==> config.mk <==
export PLATFORM = sky130hd
export DESIGN_NAME = priority_scheduler_with_aging
export DESIGN_NICKNAME = d
export VERILOG_FILES = /design/src/design/prsched_pkg.sv /design/src/design/prsched_cell.sv /design/src/design/prsched_alu.sv /design/src/design/priority_scheduler_with_aging.sv
export SDC_FILE = /design/constraint.sdc
export NUM_CORES = 2
export LEC_CHECK = 0
export BUFFER_PORTS_ARGS = -buffer_cell sky130_fd_sc_hd__clkbuf_2
export CAP_MARGIN = 20
export CORE_MARGIN = 10
export CORE_UTILIZATION = 35
export CTS_CLUSTER_SIZE = 40
export DETAILED_ROUTE_END_ITERATION = 10
export PLACE_DENSITY_LB_ADDON = 0.12
export SLEW_MARGIN = 20
export SYNTH_ARGS = -nofsm -noshare
export SYNTH_HDL_FRONTEND = slang
export SYNTH_HIERARCHICAL = 1
export SYNTH_SLANG_ARGS = --single-unit
==> constraint.sdc <==
create_clock -name clk_i -period 9.8 [get_ports clk_i]
set_clock_uncertainty 0.2 [all_clocks]
set_input_delay 2.94 -clock clk_i [delete_from_list [all_inputs] [get_ports clk_i]]
set_output_delay 2.94 -clock clk_i [all_outputs]
set_load 0.02 [all_outputs]
==> src/design/prsched_pkg.sv <==
// ----------------------------------------------------------------------------
// prsched_pkg: shared types and codes for the aging priority scheduler
// Request codes, entry state codes, controller states and the per-step
// control bundle that the controller hands to the entry update unit.
// ----------------------------------------------------------------------------
`default_nettype none

package prsched_pkg;

  localparam logic [2:0] REQ_PICK      = 3'd0;
  localparam logic [2:0] REQ_ADMIT     = 3'd1;
  localparam logic [2:0] REQ_FINISH    = 3'd2;
  localparam logic [2:0] REQ_SET_PRIO  = 3'd3;
  localparam logic [2:0] REQ_SET_STATE = 3'd4;

  localparam logic [2:0] ST_UNUSED   = 3'd0;
  localparam logic [2:0] ST_RUNNABLE = 3'd2;
  localparam logic [2:0] ST_RUNNING  = 3'd3;
  localparam logic [2:0] ST_LAST     = 3'd4;

  // table depth; the slot ports are sized for it
  localparam int unsigned NUM_ENTRIES = 64;

  localparam int unsigned SLOT_W  = 6;
  localparam int unsigned REQ_W   = 3;
  localparam int unsigned STATE_W = 3;
  localparam int unsigned EXT_W   = 9;

  localparam logic [1:0] CFG_PRIO_MIN     = 2'd0;
  localparam logic [1:0] CFG_PRIO_MAX     = 2'd1;
  localparam logic [1:0] CFG_PRIO_DEFAULT = 2'd2;

  typedef enum logic [2:0] {
    S_IDLE = 3'b001,
    S_RUN  = 3'b010,
    S_OUT  = 3'b100
  } fsm_e;

  typedef struct packed {
    logic [2:0] op;
    logic       hit;
    logic       mark_pass;
    logic       bad_prio;
  } step_ctl_t;

endpackage

`default_nettype wire

==> src/design/prsched_cell.sv <==
// ----------------------------------------------------------------------------
// prsched_cell: one table entry in the rotating ring
// Holds state, id, base priority and boost; loads its neighbor on shift.
// ----------------------------------------------------------------------------
`default_nettype none

module prsched_cell #(
  parameter int unsigned PRIO_BITS = 5,
  parameter int unsigned ID_BITS   = 16
) (
  input  wire                  clk_i,
  input  wire                  rst_ni,
  input  wire                  shift_i,
  input  wire [2:0]            state_i,
  input  wire [ID_BITS-1:0]    id_i,
  input  wire [PRIO_BITS-1:0]  base_i,
  input  wire [PRIO_BITS-1:0]  boost_i,
  output logic [2:0]           state_o,
  output logic [ID_BITS-1:0]   id_o,
  output logic [PRIO_BITS-1:0] base_o,
  output logic [PRIO_BITS-1:0] boost_o
);
  import prsched_pkg::*;

  logic [2:0]           state_q;
  logic [ID_BITS-1:0]   id_q;
  logic [PRIO_BITS-1:0] base_q, boost_q;

  always_ff @(posedge clk_i or negedge rst_ni) begin
    if (!rst_ni) begin
      state_q <= ST_UNUSED;
      id_q    <= '0;
      base_q  <= PRIO_BITS'(10);
      boost_q <= '0;
    end else if (shift_i) begin
      state_q <= state_i;
      id_q    <= id_i;
      base_q  <= base_i;
      boost_q <= boost_i;
    end
  end

  assign state_o = state_q;
  assign id_o    = id_q;
  assign base_o  = base_q;
  assign boost_o = boost_q;

endmodule

`default_nettype wire

==> src/design/prsched_alu.sv <==
// ----------------------------------------------------------------------------
// prsched_alu: entry update at the head of the ring
// Apply the request to the entry passing by and compare it for pick.
// ----------------------------------------------------------------------------
`default_nettype none

module prsched_alu #(
  parameter int unsigned PRIO_BITS = 5,
  parameter int unsigned ID_BITS   = 16
) (
  input  wire prsched_pkg::step_ctl_t ctl_i,
  input  wire [PRIO_BITS-1:0]  prio_max_i,
  input  wire [PRIO_BITS-1:0]  prio_default_i,
  input  wire [ID_BITS-1:0]    req_id_i,
  input  wire [PRIO_BITS-1:0]  req_base_i,
  input  wire [PRIO_BITS-1:0]  req_boost_i,
  input  wire [2:0]            req_state_i,
  input  wire                  have_i,
  input  wire [PRIO_BITS-1:0]  best_eff_i,
  input  wire [ID_BITS-1:0]    best_id_i,
  input  wire [2:0]            state_i,
  input  wire [ID_BITS-1:0]    id_i,
  input  wire [PRIO_BITS-1:0]  base_i,
  input  wire [PRIO_BITS-1:0]  boost_i,
  output logic [2:0]           state_o,
  output logic [ID_BITS-1:0]   id_o,
  output logic [PRIO_BITS-1:0] base_o,
  output logic [PRIO_BITS-1:0] boost_o,
  output logic                 better_o,
  output logic [PRIO_BITS-1:0] eff_o
);
  import prsched_pkg::*;

  logic [PRIO_BITS:0] sum;
  logic               can_age;

  assign sum   = {1'b0, base_i} + {1'b0, boost_i};
  assign eff_o = (sum > {1'b0, prio_max_i}) ? prio_max_i : sum[PRIO_BITS-1:0];

  assign can_age = (base_i < prio_max_i) && (boost_i < (prio_max_i - base_i));

  assign better_o = (state_i == ST_RUNNABLE) &&
                    (!have_i || (eff_o > best_eff_i) ||
                     ((eff_o == best_eff_i) && (id_i < best_id_i)));

  always_comb begin
    state_o = state_i;
    id_o    = id_i;
    base_o  = base_i;
    boost_o = boost_i;
    case (ctl_i.op)
      REQ_PICK: begin
        if (ctl_i.mark_pass && ctl_i.hit) begin
          state_o = ST_RUNNING;
          boost_o = '0;
        end
      end
      REQ_ADMIT: begin
        if (ctl_i.hit) begin
          state_o = ST_RUNNABLE;
          id_o    = req_id_i;
          base_o  = req_base_i;
          boost_o = req_boost_i;
        end
      end
      REQ_FINISH, REQ_SET_STATE: begin
        if (ctl_i.hit) begin
          if (req_state_i <= ST_LAST) begin
            state_o = req_state_i;
            if (req_state_i == ST_UNUSED) begin
              base_o  = prio_default_i;
              boost_o = '0;
            end
          end
        end else if (ctl_i.op == REQ_FINISH && state_i == ST_RUNNABLE && can_age) begin
          boost_o = boost_i + PRIO_BITS'(1);
        end
      end
      REQ_SET_PRIO: begin
        if (ctl_i.hit && !ctl_i.bad_prio) begin
          base_o  = req_base_i;
          boost_o = '0;
        end
      end
      default: begin
      end
    endcase
  end

endmodule

`default_nettype wire

==> src/design/priority_scheduler_with_aging.sv <==
// ----------------------------------------------------------------------------
// priority_scheduler_with_aging: task table with priority pick and aging
// A ring of entry cells rotates past one update unit, one entry a cycle.
// ----------------------------------------------------------------------------
// Usage:
//   Requests enter on in_valid_i / in_stall_o with their fields on separate
//   ports; one result per request leaves on out_valid_o / out_stall_i.
//   Configuration (prio_min, prio_max, prio_default) is written over the
//   APB-style port at byte addresses 0, 4 and 8 while the block is idle.
// Walk:
//   Every request rotates the whole ring once; a pick rotates it twice
//   (search, then mark the winner). The result is then registered; once it
//   leaves, the block returns to idle and only then takes the next request.
//   Each walk feeds the ring through the single update unit, one entry per
//   cycle.
// Reset:
//   All entries become unused with id 0, base 10 and boost 0; the registers
//   return to 0, 31 and 10. No clearing pass is needed.
// Stall:
//   A result holds in the output register until taken; no new request is
//   taken until then.
// ----------------------------------------------------------------------------
`default_nettype none

module priority_scheduler_with_aging #(
  parameter int unsigned PRIO_BITS   = 5,
  parameter int unsigned ID_BITS     = 16
) (
  input  wire                  clk_i,
  input  wire                  rst_ni,
  // request channel
  input  wire                  in_valid_i,
  output logic                 in_stall_o,
  input  wire [2:0]            req_type_i,
  input  wire [5:0]            slot_i,
  input  wire [ID_BITS-1:0]    task_id_i,
  input  wire [PRIO_BITS-1:0]  base_prio_i,
  input  wire [PRIO_BITS-1:0]  init_boost_i,
  input  wire [2:0]            new_state_i,
  // result channel
  output logic                 out_valid_o,
  input  wire                  out_stall_i,
  output logic                 found_o,
  output logic [5:0]           chosen_slot_o,
  output logic [ID_BITS-1:0]   chosen_id_o,
  output logic [PRIO_BITS-1:0] chosen_eff_prio_o,
  output logic                 error_o,
  // configuration
  input  wire                  psel,
  input  wire                  penable,
  input  wire                  pwrite,
  input  wire [3:0]            paddr,
  input  wire [31:0]           pwdata,
  output logic [31:0]          prdata,
  output logic                 pready
);
  import prsched_pkg::*;

  localparam int unsigned CW = (NUM_ENTRIES > 2) ? $clog2(NUM_ENTRIES) : 1;
  localparam logic [CW-1:0] LAST = CW'(NUM_ENTRIES - 1);

  // configuration registers
  logic [PRIO_BITS-1:0] prio_min_q, prio_max_q, prio_default_q;
  logic                 cfg_wr;

  assign pready = 1'b1;
  assign cfg_wr = psel && penable && pwrite;

  always_ff @(posedge clk_i or negedge rst_ni) begin
    if (!rst_ni) begin
      prio_min_q     <= '0;
      prio_max_q     <= PRIO_BITS'(31);
      prio_default_q <= PRIO_BITS'(10);
    end else if (cfg_wr) begin
      case (paddr[3:2])
        CFG_PRIO_MIN:     prio_min_q     <= pwdata[PRIO_BITS-1:0];
        CFG_PRIO_MAX:     prio_max_q     <= pwdata[PRIO_BITS-1:0];
        CFG_PRIO_DEFAULT: prio_default_q <= pwdata[PRIO_BITS-1:0];
        default: begin
        end
      endcase
    end
  end

  always_comb begin
    case (paddr[3:2])
      CFG_PRIO_MIN:     prdata = 32'(prio_min_q);
      CFG_PRIO_MAX:     prdata = 32'(prio_max_q);
      CFG_PRIO_DEFAULT: prdata = 32'(prio_default_q);
      default:          prdata = '0;
    endcase
  end

  // controller
  fsm_e                 fsm_q;
  logic [CW-1:0]        cnt_q;
  logic                 pass_q;
  logic [2:0]           op_q;
  logic [5:0]           slot_q;
  logic [ID_BITS-1:0]   id_q;
  logic [PRIO_BITS-1:0] base_q, boost_q;
  logic [2:0]           nstate_q;
  logic                 bad_q;
  logic                 have_q;
  logic [CW-1:0]        best_q;
  logic [PRIO_BITS-1:0] best_eff_q;
  logic [ID_BITS-1:0]   best_id_q;

  logic                 in_acc, running, last_step;
  logic                 in_table;
  logic [EXT_W-1:0]     cnt_ext, slot_ext, best_ext;
  step_ctl_t            ctl;

  assign in_acc    = in_valid_i && !in_stall_o;
  assign in_stall_o = (fsm_q != S_IDLE);
  assign running   = (fsm_q == S_RUN);
  assign last_step = running && (cnt_q == LAST);

  assign cnt_ext  = EXT_W'(cnt_q);
  assign slot_ext = EXT_W'(slot_q);
  assign best_ext = EXT_W'(best_q);
  assign in_table = (slot_ext < EXT_W'(NUM_ENTRIES));

  assign ctl.op        = op_q;
  assign ctl.mark_pass = pass_q;
  assign ctl.bad_prio  = bad_q;
  assign ctl.hit       = (op_q == REQ_PICK) ? (have_q && (cnt_q == best_q))
                                            : (in_table && (cnt_ext == slot_ext));

  // ring of entry cells; cell 0 is the head, the tail loads the updated entry
  logic [2:0]           c_state [NUM_ENTRIES+1];
  logic [ID_BITS-1:0]   c_id    [NUM_ENTRIES+1];
  logic [PRIO_BITS-1:0] c_base  [NUM_ENTRIES+1];
  logic [PRIO_BITS-1:0] c_boost [NUM_ENTRIES+1];
  logic                 better;
  logic [PRIO_BITS-1:0] eff;

  for (genvar g = 0; g < NUM_ENTRIES; g++) begin : g_ring
    prsched_cell #(.PRIO_BITS(PRIO_BITS), .ID_BITS(ID_BITS)) u_cell (
      .clk_i   (clk_i),
      .rst_ni  (rst_ni),
      .shift_i (running),
      .state_i (c_state[g+1]),
      .id_i    (c_id[g+1]),
      .base_i  (c_base[g+1]),
      .boost_i (c_boost[g+1]),
      .state_o (c_state[g]),
      .id_o    (c_id[g]),
      .base_o  (c_base[g]),
      .boost_o (c_boost[g])
    );
  end

  prsched_alu #(.PRIO_BITS(PRIO_BITS), .ID_BITS(ID_BITS)) u_alu (
    .ctl_i          (ctl),
    .prio_max_i     (prio_max_q),
    .prio_default_i (prio_default_q),
    .req_id_i       (id_q),
    .req_base_i     (base_q),
    .req_boost_i    (boost_q),
    .req_state_i    (nstate_q),
    .have_i         (have_q),
    .best_eff_i     (best_eff_q),
    .best_id_i      (best_id_q),
    .state_i        (c_state[0]),
    .id_i           (c_id[0]),
    .base_i         (c_base[0]),
    .boost_i        (c_boost[0]),
    .state_o        (c_state[NUM_ENTRIES]),
    .id_o           (c_id[NUM_ENTRIES]),
    .base_o         (c_base[NUM_ENTRIES]),
    .boost_o        (c_boost[NUM_ENTRIES]),
    .better_o       (better),
    .eff_o          (eff)
  );

  // hold request fields for the whole walk
  always_ff @(posedge clk_i) begin
    if (in_acc) begin
      op_q     <= req_type_i;
      slot_q   <= slot_i;
      id_q     <= task_id_i;
      base_q   <= base_prio_i;
      boost_q  <= init_boost_i;
      nstate_q <= new_state_i;
      bad_q    <= (EXT_W'(slot_i) >= EXT_W'(NUM_ENTRIES)) ||
                  (base_prio_i < prio_min_q) || (base_prio_i > prio_max_q);
    end
    if (running && op_q == REQ_PICK && !pass_q && better) begin
      best_q     <= cnt_q;
      best_eff_q <= eff;
      best_id_q  <= c_id[0];
    end
  end

  logic [EXT_W-1:0] best_slot_ext;
  assign best_slot_ext = best_ext;

  always_ff @(posedge clk_i or negedge rst_ni) begin
    if (!rst_ni) begin
      fsm_q       <= S_IDLE;
      cnt_q       <= '0;
      pass_q      <= 1'b0;
      have_q      <= 1'b0;
      out_valid_o <= 1'b0;
      found_o           <= 1'b0;
      chosen_slot_o     <= '0;
      chosen_id_o       <= '0;
      chosen_eff_prio_o <= '0;
      error_o           <= 1'b0;
    end else begin
      case (fsm_q)
        S_IDLE: begin
          if (in_acc) begin
            fsm_q  <= S_RUN;
            cnt_q  <= '0;
            pass_q <= 1'b0;
            have_q <= 1'b0;
          end
        end
        S_RUN: begin
          // advance the ring one entry
          cnt_q <= cnt_q + CW'(1);
          if (op_q == REQ_PICK && !pass_q && better) begin
            have_q <= 1'b1;
          end
          if (last_step) begin
            cnt_q <= '0;
            if (op_q == REQ_PICK && !pass_q) begin
              pass_q <= 1'b1;
            end else begin
              fsm_q       <= S_OUT;
              out_valid_o <= 1'b1;
              found_o           <= (op_q == REQ_PICK) && have_q;
              chosen_slot_o     <= (op_q == REQ_PICK && have_q) ? best_slot_ext[5:0] : '0;
              chosen_id_o       <= (op_q == REQ_PICK && have_q) ? best_id_q : '0;
              chosen_eff_prio_o <= (op_q == REQ_PICK && have_q) ? best_eff_q : '0;
              error_o           <= (op_q == REQ_SET_PRIO) && bad_q;
            end
          end
        end
        S_OUT: begin
          if (!out_stall_i) begin
            out_valid_o <= 1'b0;
            fsm_q       <= S_IDLE;
          end
        end
        default: fsm_q <= S_IDLE;
      endcase
    end
  end

  // a result never coexists with an open request slot
  a_out_busy: assert property (@(posedge clk_i) disable iff (!rst_ni)
    out_valid_o |-> in_stall_o) else $error("result shown while idle");

  // a result leaves only when it was not stalled
  a_out_hold: assert property (@(posedge clk_i) disable iff (!rst_ni)
    (out_valid_o && out_stall_i) |=> out_valid_o) else $error("result dropped");

  // pick fields and error never appear together
  a_err_pick: assert property (@(posedge clk_i) disable iff (!rst_ni)
    (out_valid_o && error_o) |-> !found_o) else $error("error on pick result");

endmodule

`default_nettype wire

==> impl_metrics.env <==
export IMPL_powerDensity_nw_per_um2=209
export IMPL_finalHoldViolations=0
export IMPL_synth_seq_cells=1978
export IMPL_critPathBufInv=2
export IMPL_synth_largest_area_cell="dfrtp_1"
export IMPL_crit_family="simple AND/OR/NAND/NOR gates"
export IMPL_maxCapViolations=0
export IMPL_clkLatencyLatePin_ns=0.83
export IMPL_ys_top_cells_by_area="dfrtp_1 57%, mux2_2 18%, mux2_4 12%, dfstp_2 4.6%, edfxtp_1 2.5%"
export IMPL_die_width_microns=493
export IMPL_grt_max_degree=192
export IMPL_num_nets_final=4767
export IMPL_hold_buffers=0
export IMPL_rsz0062_at_grt="no"
export IMPL_timing_fmax_mhz=144
export IMPL_power_leakage_nw=43.2
export IMPL_wirelength_microns=117000
export IMPL_area_delta_synth_final_pct=12.8
export IMPL_fin_area_sq_um=88400
export IMPL_overflow=0
export IMPL_worstSetupStartpointType="input pin"
export IMPL_rrSetupSlack_ns=3.73
export IMPL_synth_common_cells="1,776 x dfrtp_1, 1,243 x mux2_2, 640 x mux2_4"
export IMPL_fin_crit_ns=6.94
export IMPL_cts_resized=0
export IMPL_cts_clk_slew_worst_paths_ns=0.06
export IMPL_drt_initial_drc_count=1892
export IMPL_hold_class="flip-flop to flip-flop"
export IMPL_async_reset_ff_share_pct=96.7
export IMPL_synth_cells=4498
export IMPL_status="complete, no violations"
export IMPL_initial_core_util_pct=35.2
export IMPL_ys_seq_area_share_pct=63.8
export IMPL_tightest_slew_ns=1.27
export IMPL_cpPeakStageDelay_ns=0.31
export IMPL_cts_buffer_depth=3
export IMPL_whs_path_depth=1
export IMPL_firstDrtPassIters=4
export IMPL_crit_reg2reg_launch="g_ring[0].u_cell/boost_o[0]"
export IMPL_report_final_slew_viol_count=0
export IMPL_pin_count=145
export IMPL_grt_pass1_wl_microns=202000
export IMPL_numCtsBuffers=211
export IMPL_die_y_microns=493
export IMPL_htreeDepth=4
export IMPL_core_sq_um=223000
export IMPL_antenna_found_initial=2
export IMPL_r2r_end="best_id_q[4]"
export IMPL_synthFlopType="dfrtp_1"
export IMPL_reg2reg_depth=17
export IMPL_drive_gt1_share_pct=51.8
export IMPL_routedWlPerCell_microns=15.1
export IMPL_setup_tns_ns=0
export IMPL_crit_chain="clkbuf_2 > nor2b_1 > nand2_1 > o21ai_0 > clkbuf_2"
export IMPL_ant_nets=0
export IMPL_post_drt_via_cell_ratio=4.53
export IMPL_cp_common_cell="clkbuf_2"
export IMPL_slew_headroom_pct=15.5
export IMPL_hpwl_microns=64400
export IMPL_critPathKind="input pin to output pin"
export IMPL_ys_warnings_count=6
export IMPL_grtUsageTotal_pct=9.69
export IMPL_period_share_pct=70.8
export IMPL_drc=0
export IMPL_hold_end="g_ring[31].u_cell/state_o[2]"
export IMPL_endpoint_kind="output pin"
export IMPL_critPathMaxFanout=9
export IMPL_place_congestion=0.725
export IMPL_cts_tree="yes"
export IMPL_placed_cell_area_sq_um=81200
export IMPL_fill_cells=20600
export IMPL_grt_pass1_vias=38400
export IMPL_rows=173
export IMPL_cpMaxStageDelayCell="nor2b_1"
export IMPL_cts_sinks=1978
export IMPL_finalSetupViolCount=0
export IMPL_synth_area_per_cell_sq_um=17.4
export IMPL_synth_most_common_cell="dfrtp_1"
export IMPL_yosys_area_top_type_share_pct=56.7
export IMPL_postCtsSetupRepairBufs=0
export IMPL_peakVddDrop_uv=148
export IMPL_floorplan_die_area_sq_um=243000
export IMPL_clockRootBuffer="clkbuf_16"
export IMPL_arrival_ns=3.80
export IMPL_numPortBuffers=87
export IMPL_required_ns=6.66
export IMPL_synth_enable_flop_cells=66
export IMPL_yosysUniqueCellTypes=66
export IMPL_hp_start="g_ring[32].u_cell/state_o[2]"
export IMPL_syn_area_sq_um=78400
export IMPL_via_count=35300
-- report_power, final --
part           switching (mW)  leakage [nW]  internal (mW)
clock network            3.28          3.55           4.77
logic                    1.19          12.9          0.840
registers              0.0729          26.8           8.31
total                    4.54          43.2           13.9
-- flip-flops by register name, summed over array words and instances, names as in the netlist, 3 cells and up --
| signal | cells |
|---|---|
| chosen_eff_prio_o | 5 |
| best_eff_q | 5 |
| g_ring.u_cell/boost_o | 320 |
| prio_min_q | 5 |
| g_ring.u_cell/state_o | 192 |
| g_ring.u_cell/base_o | 320 |
| chosen_slot_o | 6 |
| prio_default_q | 5 |
| slot_q | 6 |
| op_q | 3 |
| base_q | 5 |
| fsm_q | 3 |
| nstate_q | 3 |
| best_id_q | 16 |
| cnt_q | 6 |
| chosen_id_o | 16 |
| g_ring.u_cell/id_o | 1024 |
| prio_max_q | 5 |
| id_q | 16 |
| boost_q | 5 |
| best_q | 6 |
-- worst max path at each step --
stage,start,endpoint,cells after the start
2_1_floorplan,in_valid_i,cnt_q[2],4
3_3_place_gp,paddr[3],prdata[3],5
3_5_place_dp,paddr[3],prdata[4],5
4_1_cts,paddr[3],prdata[4],5
5_1_grt,paddr[3],prdata[0],5
6_report,paddr[3],prdata[4],5
-- kinds of logic (layout without fill, tap and decap cells) --
group	count (synthesis)	in the layout	synth area share [%]
muxes	1891	1891	30.2
xor gates and xnor gates	19	19	0.212
buffers and inverters	291	585	2.91
other	2	29	0.00958
AOI/OAI and AO/OA	137	137	1.21
DFF	1978	1978	63.8
adders and majority gates	52	52	0.849
and+or+nand+nor	128	128	0.841
-- worst register-to-register path, cell delays in order, from the launching register on --
cell and delay (ns):
dfrtp_1 0.48, ha_1 0.26, fa_1 0.41, a21o_1 0.19, a21oi_1 0.17, xnor2_1 0.17, ha_1 0.28, o22ai_1 0.16
a21oi_1 0.07, a2111oi_2 0.78, mux2_2 0.45, ha_1 0.29, and3_1 0.16, nand3_1 0.14, a2111oi_0 0.48, a31o_2 0.21
and3_1 0.46, buf_4 0.39
-- placed cells by master, fill, tap and decap left out, types with 35 or more instances in the layout --
cell type / count
dfstp_2: 136
nand2_1: 42
dfrtp_1: 1776
clkbuf_16: 216
inv_1: 53
o21ai_0: 35
clkbuf_8: 60
edfxtp_1: 66
ha_1: 50
mux2_2: 1243
mux2_4: 640
clkbuf_1: 65
clkbuf_2: 86
-- layer usage --
metal	track usage, %	up-vias	part of all wire [%]
li1	-	16300	-
met5	0	-	0
met3	2.32	256	3.7
met1	13.2	18500	47
met4	3.15	0	2.8
met2	15.3	331	46
-- per-stage QoR --
step	worst slack [ns]	hold WS, ns	power, mW	cells	util, %
after detailed placement	2.86	0.269	10.6	7396	36.5
after CTS	2.86	0.264	18.9	7793	39.7
final	2.86	0.271	18.5	7794	39.7
after global placement	2.85	0.260	10.6	7396	36.5
after floorplan	1.62	0.223	10.4	4524	-
after global routing	2.73	0.282	19.4	7794	39.7
-- area by class of cell --
cell class / instances / area [sq um] / share of cell area (%)
Sequential cell: 1978 / 50000 / 56.5
Clock inverter: 56 / 752 / 0.850
Antenna cell: 1 / 2.50 / 0.00283
Timing Repair Buffer: 134 / 1030 / 1.16
Inverter: 54 / 210 / 0.238
Clock buffer: 341 / 6470 / 7.32
Tap cell: 2975 / 3720 / 4.21
Multi-Input combinational cell: 2255 / 26300 / 29.7
Note: power is estimated with default switching activity, not from simulation.
